`config.mk`:
```
export PLATFORM = sky130hd
export DESIGN_NAME = gfli_weigh
export DESIGN_NICKNAME = d
export VERILOG_FILES = /design/src/rtl/assert_macros.svh /design/src/rtl/gfli_pkg.sv /design/src/rtl/gfli_weigh.sv
export SDC_FILE = /design/constraint.sdc
export NUM_CORES = 1
export LEC_CHECK = 0
export ABC_AREA = 0
export BUFFER_PORTS_ARGS = -buffer_cell sky130_fd_sc_hd__buf_2
export CORE_MARGIN = 4
export CORE_UTILIZATION = 55
export DETAILED_ROUTE_END_ITERATION = 7
export GPL_TIMING_DRIVEN = 0
export PLACE_DENSITY = 0.74
export SLEW_MARGIN = 30
export SYNTH_ARGS = -nofsm -noshare
export SYNTH_HDL_FRONTEND = slang
export SYNTH_SLANG_ARGS = --single-unit
```
`constraint.sdc`:
```
create_clock -name vclk -period 10.3
set_input_delay 1.545 -clock vclk [all_inputs]
set_output_delay 1.545 -clock vclk [all_outputs]
set_load 0.05 [all_outputs]
```
`src/rtl/assert_macros.svh`:
```
// assertion macros used by the rtl file gap_fill_line_interpolator_unit
// no dependencies; the including module provides clk_i and rst_ni
`ifndef ASSERT_MACROS_SVH
`define ASSERT_MACROS_SVH

// implication checked at every rising edge outside of reset
`define ASSERT_CLK(label, prop, msg) \
  label: assert property (@(posedge clk_i) disable iff (!rst_ni) prop) else $error(msg);

// property checked at every rising edge, reset included
`define ASSERT_ALWAYS(label, prop, msg) \
  label: assert property (@(posedge clk_i) prop) else $error(msg);

`endif

```
`src/rtl/gfli_pkg.sv`:
```
// shared widths, weight codes and gap lookup functions for the line interpolator
// no dependencies
package gfli_pkg;

  localparam int unsigned PIX_W   = 8;
  localparam int unsigned GAP_W   = 3;
  localparam int unsigned MAX_GAP = 4;

  // reciprocal of three, scaled by 2**RECIP3_SH
  localparam int unsigned RECIP3_SH = 11;
  localparam logic [9:0]  RECIP3    = 10'd683;

  // weight of stored pixel : weight of new pixel
  typedef enum logic [2:0] {
    W_31 = 3'd0,
    W_21 = 3'd1,
    W_11 = 3'd2,
    W_12 = 3'd3,
    W_13 = 3'd4
  } weight_e;

  // number of interpolated pairs; out-of-range counts insert nothing
  function automatic logic [GAP_W-1:0] gap_len(logic [GAP_W-1:0] gap);
    logic [GAP_W-1:0] n;
    n = (gap <= GAP_W'(MAX_GAP)) ? gap : '0;
    return n;
  endfunction

  // weight code for the idx-th interpolated pair of a gap
  function automatic weight_e gap_weight(logic [GAP_W-1:0] gap, logic [1:0] idx);
    weight_e w;
    w = W_11;
    case (gap)
      3'd2: w = (idx == 2'd0) ? W_21 : W_12;
      3'd3: begin
        unique case (idx)
          2'd0:    w = W_21;
          2'd1:    w = W_11;
          default: w = W_12;
        endcase
      end
      3'd4: begin
        unique case (idx)
          2'd0: w = W_31;
          2'd1: w = W_21;
          2'd2: w = W_12;
          2'd3: w = W_13;
        endcase
      end
      default: w = W_11;
    endcase
    return w;
  endfunction

endpackage

```
`src/rtl/gfli_weigh.sv`:
```
// weighted mean of a stored and a new pixel with truncation
// depends on gfli_pkg
module gfli_weigh import gfli_pkg::*; (
  input  logic [PIX_W-1:0] a_i,
  input  logic [PIX_W-1:0] b_i,
  input  weight_e          weight_i,
  output logic [PIX_W-1:0] mean_o
);

  logic [PIX_W:0]       sum2;
  logic [PIX_W+1:0]     a2, b2, num3, num4;
  logic [PIX_W+1:0]     a_x, b_x;
  logic [PIX_W+11:0]    prod3;
  logic [PIX_W-1:0]     half, third, quarter;

  always_comb begin
    a_x  = {2'b00, a_i};
    b_x  = {2'b00, b_i};
    a2   = {1'b0, a_i, 1'b0};
    b2   = {1'b0, b_i, 1'b0};
    sum2 = {1'b0, a_i} + {1'b0, b_i};
    num3 = (weight_i == W_21) ? (a2 + b_x) : (a_x + b2);
    num4 = (weight_i == W_31) ? (a2 + a_x + b_x) : (a_x + b2 + b_x);
    // x/3 as x*683 >> 11, exact for x below 2048
    prod3   = (PIX_W + 12)'(num3) * (PIX_W + 12)'(RECIP3);
    half    = sum2[PIX_W:1];
    third   = prod3[RECIP3_SH +: PIX_W];
    quarter = num4[PIX_W+1:2];
    unique case (weight_i)
      W_11:        mean_o = half;
      W_21, W_12:  mean_o = third;
      W_31, W_13:  mean_o = quarter;
      default:     mean_o = half;
    endcase
  end

endmodule

```
[Word level (Yosys, flattened, before mapping)]
Index checks and enable logic that the tools add are counted.
Word-level totals
  output and inout bits: 8
  flip-flop bits (word level): 0
Operators by class
  $mul: 1
  equal/unequal tests: 3
  reductions and logical operators: 3
  mux-type cells: 3
  add/sub/neg operators: 6
Operator list (number)
  10-bit by 8-bit adder with 10-bit output: 2
  9-bit by 8-bit adder with 10-bit output: 2
  10-bit two-way mux: 2
  10-bit by 10-bit multiplier with 19-bit output, second input constant: 1
  8-bit one-hot mux with 2 select lines: 1
  8-bit by 9-bit adder with 10-bit output: 1
  8-bit by 8-bit adder with 9-bit output: 1
  2-bit OR reduction: 2
  3-bit by 1-bit equality test with 1-bit output, second input constant: 1
  3-bit by 2-bit equality test with 1-bit output, second input constant: 1
  3-bit equality test, second input constant: 1
  3-bit logical NOT: 1

[Depth between registers and ports, before layout]
  depth after elaboration: 4
  gate-level depth with buffers: 29
  mapped depth without buffers: 29

[Worst setup path after synthesis]
No wires, ideal clock.
  path kind: in2out
  start point: input a_i[0]
  end point: output mean_o[4]
  buffers on the path: 0
  required time: 8.755 ns
  stages: 29
  setup slack: 0.730 ns
  arrival time: 8.025 ns
  cell sequence: ha_1 -> inv_1 -> fa_1 -> nor2b_1 -> o21ai_0 -> a21boi_0 -> o21a_1 -> nor2_1 -> xnor2_1 -> mux2i_1 -> inv_1 -> ha_1 -> ha_1 -> inv_1 -> fa_1 -> inv_1 -> fa_1 -> inv_1 -> fa_1 -> inv_1 -> ha_1 -> a211oi_1 -> nand3_1 -> a31oi_1 -> o31ai_1 -> and2_1 -> o21ai_0 -> mux2_2 -> o221ai_1
Between the ends
  longest elaborated chain between the ends: 4
  elaborated cells on any way between the ends: 10
  classes of those cells: add/sub: 6; mul: 1; mux: 3
Ends and longest elaborated chain
  start, declared: RTL line gfli_weigh.sv:4  | input logic [PIX_W-1:0] a_i,
  8-bit by 9-bit adder with 10-bit output (tied with other cells): RTL line gfli_weigh.sv:22, gfli_weigh.sv:23
  10-bit two-way mux or 10-bit by 8-bit adder with 10-bit output (tied branches): RTL line gfli_weigh.sv:22, gfli_weigh.sv:23
  10-bit by 10-bit multiplier with 19-bit output or 10-bit two-way mux (tied branches): RTL line gfli_weigh.sv:25, gfli_weigh.sv:23
  8-bit one-hot mux with 2 select lines *: RTL line gfli_weigh.sv:29  | unique case (weight_i)
  end, declared: RTL line gfli_weigh.sv:7  | output logic [PIX_W-1:0] mean_o
Mark *: on every way between the ends. The rest lies on a longest branch, timed or not.

[Worst setup path after layout]
  start point: input b_i[1]
  end point: output mean_o[4]
Between the ends
  longest elaborated chain between the ends: 4
  elaborated cells on any way between the ends: 9
  classes of those cells: add/sub: 5; mul: 1; mux: 3
Ends and longest elaborated chain
  start, declared: RTL line gfli_weigh.sv:5  | input logic [PIX_W-1:0] b_i,
  9-bit by 8-bit adder with 10-bit output or 8-bit by 9-bit adder with 10-bit output (tied branches): RTL line gfli_weigh.sv:22, gfli_weigh.sv:23
  10-bit two-way mux or 10-bit by 8-bit adder with 10-bit output (tied branches): RTL line gfli_weigh.sv:22, gfli_weigh.sv:23
  10-bit by 10-bit multiplier with 19-bit output or 10-bit two-way mux (tied branches): RTL line gfli_weigh.sv:25, gfli_weigh.sv:23
  8-bit one-hot mux with 2 select lines *: RTL line gfli_weigh.sv:29
Marks and branches as above.

==> summary.txt <==
Outcome
  • Status: finished, final reports clean

Synthesis
  • Syn. warnings: 0
  • Syn_nets: 552
  • Cell count after synthesis: 410
  • Cell area after synthesis: 3440 sq um
  • Yosys cell types: 49
  • Syn_area_per_cell: 8.40 sq um
  • Seq/Total Area, Yosys: 0%

Floorplan
  • Chip height: 87.1 um
  • Core area: 5990 sq um
  • Starting density of the core: 57.5%
  • Die Span X: 87.1 um
  • # IOs: 27
  • Cell Rows: 28
  • Die area: 7590 sq um

Critical path
  • Critical Path End Type: output pin
  • Critical Path AT: 8410 ps
  • Setup CP Type: input port to output pin
  • Startpoint Class: input port
  • Crit path max fanout: 6
  • Worst path slowest cell: fa_1
  • CP peak stage delay: 530 ps
  • CP required: 8760 ps
  • Worst Setup SP: b_i[1]
  • Most frequent CP cell: inv_1

STA
  • Worst-Margin Slew: 962 ps
  • Period minus WS final: 9960 ps
  • Hold Fails Final Rpt: 0
  • Setup TNS: 0 ps
  • Slew Viols, Final: 0
  • Highest Clock Rate: 100 MHz
  • Max transition margin: 35.4%
  • Final setup viols: 0
  • Final period utilization: 96.7%

Cells and area
  • Sequential cell count: 0
  • Multi-input gate area: 3220 sq um
  • Finished Cell Area: 3680 sq um
  • Filler cells: 558
  • Share of layout cells above drive strength 1: 8.06%
  • Fin nets: 578
  • Fin cells: 509
  • ANT cells: 0
  • Synth-to-Final Area Change: 6.76%
  • Flip-flop and latch area: 0 sq um
  • Final-layout clock buffer total: 0

GRT
  • Largest net degree at the start of global routing: 11
  • First-pass GRT wire length: 14.1 mm
  • Vias in the first global route: 2983
  • GRT overflow: 0
  • Initial antenna violation count: 0
  • GRT Util Overall: 23.0%

Clock network
  • Post-CTS setup buffers: 0
  • Hold bufs inserted after CTS: 0
  • Number of gates resized after CTS: 0

Detailed routing
  • Drt first pass iters: 4
  • Drt drc: 0
  • DR WL/cell: 16.1 um
  • Total Wirelength: 8.17 mm
  • Initial drt markers: 125
  • Via Count: 2985
  • ANT nets after route: 0
  • Drt via density: 5.86

Worst hold path
  • Worst hold path class: input port to output pin
  • Worst Hold Launch: weight_i[2]
  • Hold path depth: 4
  • Hold worst-path end: mean_o[0]

Placement
  • Cell Count Post-Placement: 509
  • IO Port Bufs: 24
  • Hpwl dp: 7.41 mm
  • Routability cong.: 0.893
  • Post-DP Area: 3660 sq um

Job
  • Max Cap Viol: 0
cells by family (layout without fill, tap and decap cells):
group	Yosys count	in the layout	synth area share (%)
adder cells (fa/ha/maj)	124	124	51.7
XOR/XNOR	38	38	9.66
AND/OR/NAND/NOR	86	86	12.2
multiplexers	7	7	2.11
AO/OA/AOI/OAI	93	93	17.2
buffers and inverters	62	86	7.12
Yosys cell counts (2+ instances only):
| cell | number | area, sq um |
|---|---|---|
| inv_1 | 56 | 210 |
| nor2b_1 | 6 | 37.5 |
| nand4_1 | 2 | 12.5 |
| ha_1 | 92 | 1150 |
| o31ai_1 | 3 | 22.5 |
| clkbuf_1 | 3 | 11.3 |
| mux2i_1 | 5 | 50.1 |
| a211oi_1 | 3 | 22.5 |
| o21ai_0 | 20 | 100 |
| a21o_1 | 9 | 67.6 |
| nand3_1 | 5 | 25.0 |
| a31oi_1 | 4 | 25.0 |
| nand2b_1 | 7 | 43.8 |
| o21a_1 | 2 | 15.0 |
| or3_1 | 3 | 18.8 |
| a21boi_0 | 2 | 15.0 |
| o211ai_1 | 3 | 22.5 |
| o22ai_1 | 3 | 18.8 |
| a22oi_1 | 2 | 15.0 |
| xor2_1 | 14 | 123 |
| nor2_1 | 20 | 75.1 |
| o211a_1 | 2 | 20.0 |
| nand2_1 | 28 | 105 |
| o21bai_1 | 3 | 22.5 |
| xnor2_1 | 24 | 210 |
| a21oi_1 | 26 | 130 |
| o221ai_1 | 2 | 17.5 |
| nor3_1 | 7 | 35.0 |
| mux2_2 | 2 | 22.5 |
| fa_1 | 31 | 621 |
| a41o_1 | 2 | 20.0 |
| nand3b_1 | 2 | 15.0 |
critical path, delay by kind of cell:
family | cells | cell delay (ps)
fa+ha+maj | 8 | 3150
compound gates | 8 | 1640
buf+inv | 8 | 870
mux | 2 | 600
simple gates | 4 | 470
xor+xnor | 1 | 130
final cells by class:
| type | instances | area share (%) |
|---|---|---|
| well taps | 75 | 2.55 |
| inverters | 56 | 5.72 |
| multi-input cells | 348 | 87.4 |
| repair buffers | 24 | 3.33 |
| plain buffers | 6 | 0.953 |
cell usage in the layout, fill, tap and decap left out, types with 7 or more instances in the layout:
master,synthesis,final
buf_2,1,24
ha_1,92,92
a21o_1,9,9
nand2_1,28,28
xor2_1,14,14
o21ai_0,20,18
xnor2_1,24,24
a21oi_1,26,26
inv_1,56,56
nand2b_1,7,7
nor2_1,20,20
nor3_1,7,7
fa_1,31,31
through the flow:
| step | utilization [%] | setup slack, ps | hold slack, ps |
|---|---|---|---|
| after floorplan | - | 730 | 3550 |
| after global placement | 61.1 | 202 | 3590 |
| after detailed placement | 61.1 | 50.3 | 3610 |
| after CTS | 61.1 | 21.0 | 3610 |
| after global routing | 61.4 | -1.61 | 3640 |
| final | 61.4 | 344 | 3600 |
metal layers:
layer / track usage (%) / part of all wire [%] / vias to the layer above
li1: - / - / 1490
met1: 34.4 / 48 / 1435
met2: 37.8 / 45 / 52
met3: 1.14 / 5.4 / 8
met4: 2.51 / 0.89 / 0
met5: 0 / 0 / -
worst max-delay path by stage:
| stage | to | slack, ps | depth (start not counted) |
|---|---|---|---|
| after global routing | mean_o[4] | -2 | 31 |
| after detailed placement | mean_o[4] | 50 | 31 |
| after CTS | mean_o[4] | 20 | 31 |
| final | mean_o[4] | 340 | 31 |
| after floorplan | mean_o[4] | 730 | 29 |
| after global placement | mean_o[4] | 200 | 31 |
Power is left out: the tool's default activity adds up to more than one toggle a clock period on the data nets, which glitch-free logic cannot reach.
